[src/sv/c3k_pkg.sv]
// shared constants, types and helpers of the 3x3 kernel filter
package c3k_pkg;

	localparam int MAX_WIDTH = 32;
	localparam int COEF_BITS = 16;
	localparam int ROWS      = 3;
	localparam int DEPTH     = ROWS * MAX_WIDTH;
	localparam int ADDR_W    = $clog2(DEPTH);
	localparam int COL_W     = $clog2(MAX_WIDTH);
	localparam int WID_W     = $clog2(MAX_WIDTH + 1);
	localparam int PIX_W     = 16;
	localparam int CH_W      = 8;
	localparam int CH_MAX    = 255;
	localparam int TAPS      = 9;
	localparam int ACC_W     = CH_W + COEF_BITS + 4;
	localparam int DIV_W     = 16;
	localparam int CFG_W     = 3 * COEF_BITS;

	typedef enum logic [2:0] {
		CFG_WIDTH,
		CFG_HEIGHT,
		CFG_KTOP,
		CFG_KMID,
		CFG_KBOT,
		CFG_DIV
	} cfg_idx_t;

	typedef logic [2:0][CH_W-1:0]  ch_vec_t;
	typedef logic [2:0][ACC_W-1:0] acc_vec_t;

	typedef struct packed {
		logic clear;
		logic en;
		logic row_start;
	} mac_ctl_t;

	// rgb565 to three 8-bit channels
	function automatic ch_vec_t unpack(input logic [PIX_W-1:0] p);
		ch_vec_t c;
		c[0] = {p[15:11], 3'b000};
		c[1] = {p[10:5], 2'b00};
		c[2] = {p[4:0], 3'b000};
		return c;
	endfunction

	// three 8-bit channels to rgb565
	function automatic logic [PIX_W-1:0] pack(input ch_vec_t c);
		return {c[0][7:3], c[1][7:2], c[2][7:3]};
	endfunction

endpackage

[src/sv/c3k_if.sv]
// pixel stream interfaces of the 3x3 kernel filter
interface c3k_in_if;
	logic        valid;
	logic        ready;
	logic [15:0] pixel_in;
	modport source (output valid, output pixel_in, input ready);
	modport sink (input valid, input pixel_in, output ready);
endinterface

interface c3k_out_if;
	logic        valid;
	logic        ready;
	logic [15:0] pixel_out;
	logic        run_end;
	logic        frame_end;
	modport source (output valid, output pixel_out, output run_end, output frame_end,
		input ready);
	modport sink (input valid, input pixel_out, input run_end, input frame_end,
		output ready);
endinterface

[src/sv/conv3x3_kernel_filter.sv]
// top level of the 3x3 kernel filter: registers, counters and tap sequencer
//
// Pixels enter on pix_in in raster order and filtered pixels leave on pix_out
// with valid/ready handshakes; a transaction moves one pixel. Output runs one
// row behind: each input pixel causes zero, one or two results, and the last
// pixel of the frame also flushes the whole final row, run_end marking the
// last result of an input and frame_end the final pixel of the frame.
// Registers are written through cfg_we/cfg_index/cfg_data; the user writes
// them only while idle, which the block does not enforce. Each result walks
// the nine taps through one shared multiply-accumulate unit and then an
// eight-step restoring divider; a result whose centre pixel is transparent
// skips both and is zero. The line store's single read port and the divider
// steps set the pace. pix_in is ready only between items, so no pixel is
// taken before the last one's results are done. A stalled receiver holds the
// block once its next result is ready; the output register lets the block
// take the following pixel while the last result still waits. Reset clears
// counters and loads register defaults; the line store needs no clearing.
module conv3x3_kernel_filter (
	input  logic                      clk,
	input  logic                      arst_n,
	input  logic                      cfg_we,
	input  logic [2:0]                cfg_index,
	input  logic [c3k_pkg::CFG_W-1:0] cfg_data,
	c3k_in_if.sink                    pix_in,
	c3k_out_if.source                 pix_out
);
	import c3k_pkg::*;

	typedef enum logic [2:0] {
		S_IDLE,
		S_CTR,
		S_CHK,
		S_TAP,
		S_DIVS,
		S_DIVW,
		S_EMIT
	} state_t;

	// configuration registers
	logic [5:0]       frame_width_q;
	logic [15:0]      frame_height_q;
	logic [CFG_W-1:0] kernel_q [3];
	logic [DIV_W-1:0] divisor_q;

	always_ff @(posedge clk or negedge arst_n) begin
		if (!arst_n) begin
			frame_width_q  <= 6'd32;
			frame_height_q <= 16'd32;
			kernel_q[0]    <= '0;
			kernel_q[1]    <= CFG_W'(1) << COEF_BITS;
			kernel_q[2]    <= '0;
			divisor_q      <= DIV_W'(1);
		end else if (cfg_we) begin
			case (cfg_idx_t'(cfg_index))
				CFG_WIDTH:  frame_width_q  <= cfg_data[5:0];
				CFG_HEIGHT: frame_height_q <= cfg_data[15:0];
				CFG_KTOP:   kernel_q[0]    <= cfg_data;
				CFG_KMID:   kernel_q[1]    <= cfg_data;
				CFG_KBOT:   kernel_q[2]    <= cfg_data;
				CFG_DIV:    divisor_q      <= cfg_data[DIV_W-1:0];
				default: ;
			endcase
		end
	end

	// effective geometry
	logic [WID_W-1:0] w_eff;
	logic [COL_W-1:0] wm1;
	logic [15:0]      h_eff;
	logic [15:0]      hm1;

	always_comb begin
		if (frame_width_q == '0) begin
			w_eff = WID_W'(1);
		end else if (frame_width_q > 6'(MAX_WIDTH)) begin
			w_eff = WID_W'(MAX_WIDTH);
		end else begin
			w_eff = frame_width_q[WID_W-1:0];
		end
		wm1   = COL_W'(w_eff - 1'b1);
		h_eff = (frame_height_q == '0) ? 16'd1 : frame_height_q;
		hm1   = h_eff - 1'b1;
	end

	function automatic logic [1:0] m3_inc(input logic [1:0] m);
		return (m == 2'd2) ? 2'd0 : m + 2'd1;
	endfunction

	function automatic logic [1:0] m3_sub(input logic [1:0] m, input logic [1:0] b);
		return (m >= b) ? m - b : m + 2'd3 - b;
	endfunction

	// sequencer registers
	state_t           state_q;
	logic [COL_W-1:0] col_q;
	logic [15:0]      row_q;
	logic [1:0]       m3_q;
	logic [15:0]      job_row_q;
	logic [1:0]       job_m3_q;
	logic             job_back_q;
	logic             job_flush_q;
	logic             flush_pend_q;
	logic [COL_W-1:0] cur_x_q;
	logic [COL_W-1:0] end_x_q;
	logic [3:0]       tcnt_q;
	logic [1:0]       iy_q;
	logic [1:0]       ix_q;
	logic [1:0]       my_q;
	logic [1:0]       mx_q;
	logic             mac_en_q;
	logic [PIX_W-1:0] res_q;
	logic             out_valid_q;
	logic [PIX_W-1:0] out_pix_q;
	logic             out_run_q;
	logic             out_frame_q;

	// counter wrap and job plan for the pixel being offered
	logic             accept;
	logic             col_ge;
	logic [COL_W-1:0] c_e;
	logic [16:0]      r_a;
	logic [1:0]       m_a;
	logic [15:0]      r_e;
	logic [1:0]       m_e;
	logic [16:0]      r_n;
	logic             has_a;
	logic             flush_now;

	always_comb begin
		accept = pix_in.valid && (state_q == S_IDLE);
		col_ge = WID_W'(col_q) >= w_eff;
		c_e    = col_ge ? '0 : col_q;
		r_a    = col_ge ? {1'b0, row_q} + 17'd1 : {1'b0, row_q};
		m_a    = col_ge ? m3_inc(m3_q) : m3_q;
		if (r_a >= {1'b0, h_eff}) begin
			r_e = '0;
			m_e = '0;
		end else begin
			r_e = r_a[15:0];
			m_e = m_a;
		end
		r_n       = {1'b0, r_e} + 17'd1;
		has_a     = (r_e != '0) && ((c_e != '0) || (c_e == wm1));
		flush_now = (r_e == hm1) && (c_e == wm1);
	end

	// store addressing: centre, then the nine taps
	logic [1:0]        tap_back;
	logic [1:0]        slot;
	logic [COL_W-1:0]  cx;
	logic [ADDR_W-1:0] raddr;
	logic [ADDR_W-1:0] waddr;
	logic [PIX_W-1:0]  rdata;
	logic              y_pos;

	always_comb begin
		y_pos = job_row_q > {15'b0, job_back_q};
		if (state_q == S_CTR) begin
			tap_back = {1'b0, job_back_q};
			cx       = cur_x_q;
		end else begin
			case (iy_q)
				2'd0:    tap_back = {1'b0, job_back_q} + {1'b0, y_pos};
				2'd1:    tap_back = {1'b0, job_back_q};
				default: tap_back = 2'd0;
			endcase
			case (ix_q)
				2'd0:    cx = (cur_x_q != '0) ? cur_x_q - 1'b1 : cur_x_q;
				2'd1:    cx = cur_x_q;
				default: cx = (cur_x_q == wm1) ? cur_x_q : cur_x_q + 1'b1;
			endcase
		end
		slot  = m3_sub(job_m3_q, tap_back);
		raddr = ADDR_W'(ADDR_W'(slot) * ADDR_W'(MAX_WIDTH) + ADDR_W'(cx));
		waddr = ADDR_W'(ADDR_W'(m_e) * ADDR_W'(MAX_WIDTH) + ADDR_W'(c_e));
	end

	c3k_store u_store (
		.clk   (clk),
		.we    (accept),
		.waddr (waddr),
		.wdata (pix_in.pixel_in),
		.raddr (raddr),
		.rdata (rdata)
	);

	// coefficient of the tap in the accumulator
	logic [CFG_W-1:0]            krow;
	logic signed [COEF_BITS-1:0] coef;

	always_comb begin
		case (my_q)
			2'd0:    krow = kernel_q[0];
			2'd1:    krow = kernel_q[1];
			default: krow = kernel_q[2];
		endcase
		case (mx_q)
			2'd0:    coef = $signed(krow[0 +: COEF_BITS]);
			2'd1:    coef = $signed(krow[COEF_BITS +: COEF_BITS]);
			default: coef = $signed(krow[2*COEF_BITS +: COEF_BITS]);
		endcase
	end

	mac_ctl_t mac_ctl;
	acc_vec_t acc;

	assign mac_ctl.clear     = (state_q == S_CHK);
	assign mac_ctl.en        = mac_en_q;
	assign mac_ctl.row_start = (mx_q == 2'd0);

	c3k_mac u_mac (
		.clk  (clk),
		.ctl  (mac_ctl),
		.pix  (rdata),
		.coef (coef),
		.acc  (acc)
	);

	logic             div_done;
	logic [PIX_W-1:0] div_pix;

	c3k_div u_div (
		.clk     (clk),
		.arst_n  (arst_n),
		.start   (state_q == S_DIVS),
		.acc     (acc),
		.divisor (divisor_q),
		.done    (div_done),
		.pixel   (div_pix)
	);

	// emit conditions for the current job
	logic out_free;
	logic job_last;
	logic run_last;

	always_comb begin
		out_free = !out_valid_q || pix_out.ready;
		job_last = (cur_x_q == end_x_q);
		run_last = job_last && (job_flush_q || !flush_pend_q);
	end

	// state machine, counters and output register
	always_ff @(posedge clk or negedge arst_n) begin
		if (!arst_n) begin
			state_q      <= S_IDLE;
			col_q        <= '0;
			row_q        <= '0;
			m3_q         <= '0;
			mac_en_q     <= 1'b0;
			out_valid_q  <= 1'b0;
			flush_pend_q <= 1'b0;
			job_flush_q  <= 1'b0;
			tcnt_q       <= '0;
			iy_q         <= '0;
			ix_q         <= '0;
		end else begin
			mac_en_q <= (state_q == S_TAP) && (tcnt_q != 4'(TAPS));
			my_q     <= iy_q;
			mx_q     <= ix_q;
			if (out_valid_q && pix_out.ready && !((state_q == S_EMIT) && out_free)) begin
				out_valid_q <= 1'b0;
			end
			case (state_q)
				S_IDLE: begin
					if (accept) begin
						if (c_e == wm1) begin
							col_q <= '0;
							if (r_n >= {1'b0, h_eff}) begin
								row_q <= '0;
								m3_q  <= '0;
							end else begin
								row_q <= r_n[15:0];
								m3_q  <= m3_inc(m_e);
							end
						end else begin
							col_q <= c_e + 1'b1;
							row_q <= r_e;
							m3_q  <= m_e;
						end
						job_row_q    <= r_e;
						job_m3_q     <= m_e;
						flush_pend_q <= flush_now;
						if (has_a) begin
							job_back_q  <= 1'b1;
							job_flush_q <= 1'b0;
							cur_x_q     <= (c_e != '0) ? c_e - 1'b1 : c_e;
							end_x_q     <= (c_e == wm1) ? c_e : c_e - 1'b1;
							state_q     <= S_CTR;
						end else if (flush_now) begin
							job_back_q  <= 1'b0;
							job_flush_q <= 1'b1;
							cur_x_q     <= '0;
							end_x_q     <= wm1;
							state_q     <= S_CTR;
						end
					end
				end
				S_CTR: begin
					state_q <= S_CHK;
				end
				S_CHK: begin
					if (rdata == '0) begin
						res_q   <= '0;
						state_q <= S_EMIT;
					end else begin
						tcnt_q  <= '0;
						iy_q    <= '0;
						ix_q    <= '0;
						state_q <= S_TAP;
					end
				end
				S_TAP: begin
					if (tcnt_q == 4'(TAPS)) begin
						state_q <= S_DIVS;
					end else begin
						tcnt_q <= tcnt_q + 1'b1;
						if (ix_q == 2'd2) begin
							ix_q <= '0;
							iy_q <= iy_q + 1'b1;
						end else begin
							ix_q <= ix_q + 1'b1;
						end
					end
				end
				S_DIVS: begin
					state_q <= S_DIVW;
				end
				S_DIVW: begin
					if (div_done) begin
						res_q   <= div_pix;
						state_q <= S_EMIT;
					end
				end
				S_EMIT: begin
					if (out_free) begin
						out_valid_q <= 1'b1;
						out_pix_q   <= res_q;
						out_run_q   <= run_last;
						out_frame_q <= job_flush_q && (cur_x_q == wm1);
						if (!job_last) begin
							cur_x_q <= cur_x_q + 1'b1;
							state_q <= S_CTR;
						end else if (!job_flush_q && flush_pend_q) begin
							job_back_q  <= 1'b0;
							job_flush_q <= 1'b1;
							cur_x_q     <= '0;
							end_x_q     <= wm1;
							state_q     <= S_CTR;
						end else begin
							state_q <= S_IDLE;
						end
					end
				end
				default: state_q <= S_IDLE;
			endcase
		end
	end

	assign pix_in.ready      = (state_q == S_IDLE);
	assign pix_out.valid     = out_valid_q;
	assign pix_out.pixel_out = out_pix_q;
	assign pix_out.run_end   = out_run_q;
	assign pix_out.frame_end = out_frame_q;

endmodule

[src/sv/c3k_store.sv]
// three-row line store, one write and one registered read port
module c3k_store (
	input  logic                      clk,
	input  logic                      we,
	input  logic [c3k_pkg::ADDR_W-1:0] waddr,
	input  logic [c3k_pkg::PIX_W-1:0]  wdata,
	input  logic [c3k_pkg::ADDR_W-1:0] raddr,
	output logic [c3k_pkg::PIX_W-1:0]  rdata
);
	import c3k_pkg::*;

	logic [PIX_W-1:0] mem [DEPTH];

	// write port
	always_ff @(posedge clk) begin
		if (we) begin
			mem[waddr] <= wdata;
		end
	end

	// registered read port
	always_ff @(posedge clk) begin
		rdata <= mem[raddr];
	end

endmodule

[src/sv/c3k_mac.sv]
// shared multiply-accumulate unit, one tap per cycle across three channels
module c3k_mac (
	input  logic                                clk,
	input  c3k_pkg::mac_ctl_t                   ctl,
	input  logic [c3k_pkg::PIX_W-1:0]           pix,
	input  logic signed [c3k_pkg::COEF_BITS-1:0] coef,
	output c3k_pkg::acc_vec_t                   acc
);
	import c3k_pkg::*;

	ch_vec_t prev_q;
	ch_vec_t cur;
	ch_vec_t base;
	acc_vec_t acc_q;
	logic signed [CH_W+COEF_BITS:0] prod [3];

	// transparent tap reuses the previous colour of its kernel row
	always_comb begin
		base = ctl.row_start ? '0 : prev_q;
		cur  = (pix != '0) ? unpack(pix) : base;
		for (int ch = 0; ch < 3; ch++) begin
			prod[ch] = $signed({1'b0, cur[ch]}) * coef;
		end
	end

	// accumulate
	always_ff @(posedge clk) begin
		if (ctl.clear) begin
			acc_q <= '0;
		end else if (ctl.en) begin
			prev_q <= cur;
			for (int ch = 0; ch < 3; ch++) begin
				acc_q[ch] <= ACC_W'($signed(acc_q[ch]) + ACC_W'(prod[ch]));
			end
		end
	end

	assign acc = acc_q;

endmodule

[src/sv/c3k_div.sv]
// signed divide, clamp and pack: restoring divider over three lanes
module c3k_div (
	input  logic                        clk,
	input  logic                        arst_n,
	input  logic                        start,
	input  c3k_pkg::acc_vec_t           acc,
	input  logic [c3k_pkg::DIV_W-1:0]   divisor,
	output logic                        done,
	output logic [c3k_pkg::PIX_W-1:0]   pixel
);
	import c3k_pkg::*;

	localparam int CNT_W = $clog2(CH_W + 1);

	logic signed [DIV_W-1:0] d_nz;
	logic [DIV_W-1:0]        dmag;
	logic                    neg_d;
	logic [ACC_W-1:0]        rem_q [3];
	logic [CH_W-1:0]         quo_q [3];
	logic [2:0]              pos_q;
	logic [2:0]              ovf_q;
	logic [ACC_W-1:0]        dsh_q;
	logic [CNT_W-1:0]        cnt_q;
	logic                    busy_q;
	logic                    done_q;
	ch_vec_t                 ch;

	// zero divisor counts as one
	always_comb begin
		d_nz  = ($signed(divisor) == 0) ? DIV_W'(1) : $signed(divisor);
		neg_d = d_nz[DIV_W-1];
		dmag  = neg_d ? DIV_W'(-d_nz) : DIV_W'(d_nz);
	end

	// sequencer and lanes
	always_ff @(posedge clk or negedge arst_n) begin
		if (!arst_n) begin
			busy_q <= 1'b0;
			done_q <= 1'b0;
			cnt_q  <= '0;
		end else begin
			done_q <= 1'b0;
			if (start) begin
				for (int i = 0; i < 3; i++) begin
					logic signed [ACC_W-1:0] a;
					logic [ACC_W-1:0]        mag;
					a        = $signed(acc[i]);
					mag      = a[ACC_W-1] ? ACC_W'(-a) : ACC_W'(a);
					rem_q[i] <= mag;
					quo_q[i] <= '0;
					pos_q[i] <= (a != 0) && (a[ACC_W-1] == neg_d);
					ovf_q[i] <= mag >= (ACC_W'(dmag) << CH_W);
				end
				dsh_q  <= ACC_W'(dmag) << (CH_W - 1);
				cnt_q  <= CNT_W'(CH_W);
				busy_q <= 1'b1;
			end else if (busy_q) begin
				for (int i = 0; i < 3; i++) begin
					if (rem_q[i] >= dsh_q) begin
						rem_q[i] <= rem_q[i] - dsh_q;
						quo_q[i] <= {quo_q[i][CH_W-2:0], 1'b1};
					end else begin
						quo_q[i] <= {quo_q[i][CH_W-2:0], 1'b0};
					end
				end
				dsh_q <= dsh_q >> 1;
				cnt_q <= cnt_q - 1'b1;
				if (cnt_q == CNT_W'(1)) begin
					busy_q <= 1'b0;
					done_q <= 1'b1;
				end
			end
		end
	end

	// clamp to 0..255 and repack
	always_comb begin
		for (int i = 0; i < 3; i++) begin
			if (!pos_q[i]) begin
				ch[i] = '0;
			end else if (ovf_q[i]) begin
				ch[i] = CH_W'(CH_MAX);
			end else begin
				ch[i] = quo_q[i];
			end
		end
		pixel = pack(ch);
	end

	assign done = done_q;

endmodule

[src/flat_wrapper.sv]
// flat-port wrapper written by rule: the top's interface ports become plain ports
module conv3x3_kernel_filter_flat import c3k_pkg::*;
  (clk, arst_n, cfg_we, cfg_index, cfg_data, pix_in_valid, pix_in_pixel_in, pix_in_ready, pix_out_valid, pix_out_pixel_out, pix_out_run_end, pix_out_frame_end, pix_out_ready);
  c3k_in_if pix_in_i ();
  c3k_out_if pix_out_i ();
  input  logic clk;
  input  logic arst_n;
  input  logic cfg_we;
  input  logic [2:0] cfg_index;
  input  logic [c3k_pkg::CFG_W-1:0] cfg_data;
  input wire logic [$bits(pix_in_i.valid)-1:0] pix_in_valid;
  input wire logic [$bits(pix_in_i.pixel_in)-1:0] pix_in_pixel_in;
  output wire logic [$bits(pix_in_i.ready)-1:0] pix_in_ready;
  output wire logic [$bits(pix_out_i.valid)-1:0] pix_out_valid;
  output wire logic [$bits(pix_out_i.pixel_out)-1:0] pix_out_pixel_out;
  output wire logic [$bits(pix_out_i.run_end)-1:0] pix_out_run_end;
  output wire logic [$bits(pix_out_i.frame_end)-1:0] pix_out_frame_end;
  input wire logic [$bits(pix_out_i.ready)-1:0] pix_out_ready;
  assign pix_in_i.valid = pix_in_valid;
  assign pix_in_i.pixel_in = pix_in_pixel_in;
  assign pix_in_ready = pix_in_i.ready;
  assign pix_out_valid = pix_out_i.valid;
  assign pix_out_pixel_out = pix_out_i.pixel_out;
  assign pix_out_run_end = pix_out_i.run_end;
  assign pix_out_frame_end = pix_out_i.frame_end;
  assign pix_out_i.ready = pix_out_ready;
  conv3x3_kernel_filter u_core (.clk(clk), .arst_n(arst_n), .cfg_we(cfg_we), .cfg_index(cfg_index), .cfg_data(cfg_data), .pix_in(pix_in_i), .pix_out(pix_out_i));
endmodule
[config.mk]
export PLATFORM = sky130hd
export DESIGN_NAME = conv3x3_kernel_filter_flat
export DESIGN_NICKNAME = d
export VERILOG_FILES = /design/src/sv/c3k_pkg.sv /design/src/sv/c3k_if.sv /design/src/sv/conv3x3_kernel_filter.sv /design/src/sv/c3k_store.sv /design/src/sv/c3k_mac.sv /design/src/sv/c3k_div.sv /design/src/flat_wrapper.sv
export SDC_FILE = /design/constraint.sdc
export NUM_CORES = 2
export LEC_CHECK = 0
export BUFFER_PORTS_ARGS = -buffer_cell sky130_fd_sc_hd__buf_4
export CAP_MARGIN = 0
export CORE_MARGIN = 5
export CORE_UTILIZATION = 60
export DETAILED_ROUTE_END_ITERATION = 16
export PLACE_DENSITY = 0.81
export RECOVER_POWER = 25
export SLEW_MARGIN = 20
export SYNTH_ARGS = -nofsm -noshare
export SYNTH_HDL_FRONTEND = slang
export SYNTH_HIERARCHICAL = 1
export SYNTH_SLANG_ARGS = --single-unit
[constraint.sdc]
create_clock -name clk -period 13.6 [get_ports clk]
set_input_delay 0.68 -clock clk [delete_from_list [all_inputs] [get_ports clk]]
set_output_delay 0.68 -clock clk [all_outputs]
set_load 0.1 [all_outputs]
==> reports/summary.json <==
{
  "place": {
    "detailed_place_hpwl_um": 187000,
    "io_buffers": 91,
    "post_dp_cell_area_um2": 114000,
    "gp_congestion": 0.941
  },
  "floorplanning": {
    "num_rows": 157,
    "core_area_um2": 183000,
    "die_x_um": 438,
    "die_h_um": 438,
    "floorplan.initialDensity": 0.602,
    "die_area_um2": 192000,
    "i_o_pin_count": 92
  },
  "worst_setup_path": {
    "crit_path_max_incr_delay_ns": 0.76,
    "crit_top_cell": "ha_1",
    "path_max_fanout": 17,
    "cp_num_buf_inv": 3,
    "setup.worst_path.start_class": "flip-flop",
    "worst-endpoint-arrival_ns": 9.59,
    "critical-path-top-delay-family": "simple AND/OR/NAND/NOR gates",
    "timing.setup.critical_path_class": "flip-flop to flip-flop",
    "r2r_setup_slack_ns": 4.76,
    "critPathSlowestCell": "o211a_1",
    "worstSetupEndpointType": "flip-flop",
    "worst-endpoint-required_ns": 14.35
  },
  "yosys": {
    "syn_area_per_cell_um2": 13.6,
    "syn_area_um2": 110000,
    "postSynth.asyncResetShare": 0.108,
    "synth-seq-area-share": 0.552,
    "syn_nets": 8908,
    "yosys_warnings": 6,
    "ys.flop_type": "edfxtp_1",
    "synth.lib_cells_used.distinct": 111,
    "synthesis.instances": 8080,
    "synth-edff-count": 1768,
    "synth-seq-cells": 2095
  },
  "timing": {
    "shortest_clock_period_the_worst_path_allows_after_layout_ns": 8.84,
    "setup-violations-final": 0,
    "grt_setup_unrepaired": "false",
    "fin_tns_setup_ns": 0,
    "worst_pin_slew_ns": 5.11,
    "slew_headroom": -2.41,
    "fmax_mhz": 113,
    "timing.final.crit_share": 0.650,
    "timing.clock.skew_ns": 0.106,
    "slew_viol_final": 991,
    "final_hold_viol_count": 0
  },
  "cts": {
    "cts_max_path_buffers": 3,
    "clock_insertion_delay_worst_skew_ns": 0.88,
    "htree_num_levels": 4,
    "cts_tree": "done",
    "clock_sink_count": 2095,
    "cts_inserted_buffers": 203,
    "post-cts-setup-buffer-count": 0,
    "clk_pin_slew_ns": 0.06,
    "ctsRootBufferMaster": "clkbuf_16"
  },
  "flow_run": {
    "maxCapViolCount": 13
  },
  "route": {
    "drt_drc_violations_left": 0,
    "vias_per_cell": 6.60,
    "drtAntennaViolNets": 0,
    "route.final.wire_length_um": 302000,
    "routedWlPerCell_um": 28.1,
    "drt_iter0_drc": 8837,
    "routed-via-count": 71000,
    "drt_first_pass_iters": 10
  },
  "grt": {
    "grt_antenna_before_repair": 6,
    "grt_pass1_wl_um": 456000,
    "grt.overflow.total": 0,
    "globalRouteTotalUtil": 0.314,
    "grt_start_max_net_pins": 139,
    "number_of_global_route_vias_before_repair": 71900
  },
  "outcome": {
    "status": "complete, but fails checks",
    "violated_checks": "max-capacitance violations, max-slew violations"
  },
  "finish": {
    "layout-drive-gt1-share": 0.150,
    "mostFrequentLayoutCells": "edfxtp_1 (1768), inv_1 (704), nand2_1 (563), nor2_1 (421), mux4_2 (391)",
    "area_growth_pct": 9.49,
    "finish.instance_area_um2": 120000,
    "layout_commonest_cell": "edfxtp_1",
    "total_number_of_nets_in_the_final_design": 9026
  },
  "worst_hold_path": {
    "worst_hold_path_type": "input port to flip-flop"
  }
}
==> synth_stat cells, drive strengths merged (16+ instances only) <==
cell type,instances,area share
o21ai,268,0.012
o22ai,37,0.0021
nand2,563,0.019
nor2b,47,0.0027
clkbuf,219,0.0076
nand4,47,0.0027
o21a,50,0.0035
or4,23,0.0017
nand3,139,0.0063
inv,705,0.024
nor4,38,0.0024
edfxtp,1768,0.48
xnor2,159,0.013
o211ai,38,0.0026
o31ai,45,0.0032
xor2,105,0.0084
nand2b,44,0.0025
o21bai,17,0.0012
o2111ai,30,0.0024
nor2,427,0.015
or3,36,0.0021
a21o,107,0.0073
dfxtp,101,0.018
nand3b,16,0.0011
a21oi,333,0.015
and2,251,0.014
mux2i,190,0.017
a211oi,56,0.0039
a31oi,55,0.0032
or2,16,0.00091
nor3,80,0.0037
mux4,391,0.080
and3,82,0.0047
ha,368,0.042
a22oi,54,0.0037
fa,388,0.071
buf,154,0.0079
dfrtp,222,0.050
mux2,182,0.019
==> metal layers <==
metal	wire length, µm	track usage	part of all wire
met4	20600	0.172	0.068
met5	20	0	0.000066
met2	143000	0.503	0.47
met1	109000	0.413	0.36
met3	30000	0.0575	0.099
==> metrics by stage <==
step	util	setup WS [ns]	hold slack [ns]	std cells
global route	0.659	4.24	0.0353	10700
CTS	0.660	4.98	0.0139	10700
global placement	0.623	5.22	0.405	10400
floorplan	-	6.52	0.384	8080
finish	0.659	4.76	0.0616	10800
detailed placement	0.623	5.12	0.405	10400
==> final timing paths <==
path,cells past startpoint,from,end
setup reg to reg,31,u_core/frame_width_q[5],u_core/row_q[9]
min in group asynchronous,2,arst_n,u_core/tcnt_q[2]
hold / removal,2,cfg_data[27],u_core/kernel_q[123]
setup / recovery,31,u_core/frame_width_q[5],u_core/row_q[9]
max in group asynchronous,4,arst_n,u_core/u_div/busy_q
hold reg to reg,0,u_core/res_q[10],u_core/pix_out.pixel_out[10]
==> timing repair <==
| item | 4_1_cts | 5_1_grt |
|---|---|---|
| gates resized for setup | 0 | 0 |
| hold endpoints to repair | 51 | 0 |
| hold buffers | 1 | 0 |
==> cell type report <==
cell class / instances / area (µm²)
Inverter: 705 / 2650
Antenna cell: 3 / 7.51
Sequential cell: 2095 / 60800
Multi-Input combinational cell: 4907 / 45100
Timing Repair Buffer: 286 / 2140
Clock buffer: 260 / 5480
Clock inverter: 111 / 1270
Fill cell: 12100 / 62200
Tap cell: 2385 / 2980
==> registers in the layout, indices dropped and copies added, names as in the netlist, 24 cells and up <==
signal,flops
u_core/u_mac/prev_q,24
u_core/kernel_q,144
u_core/u_div/dsh_q,28
u_core/u_store/mem,1536
u_core/u_div/rem_q,84
u_core/u_mac/acc,84
u_core/u_div/quo_q,24
==> kinds of logic after synthesis <==
family,count (synthesis),share of synthesized area
flip-flops,2095,0.552
adder cells (fa/ha/maj),759,0.113
multiplexers,763,0.116
buffers and inverters,1078,0.0396
AND/OR/NAND/NOR,1870,0.0836
AO/OA/AOI/OAI,1249,0.0741
XOR/XNOR,266,0.0216
Power is left out: the tool's default activity adds up to more than one toggle a clock period on the data nets, which glitch-free logic cannot reach.
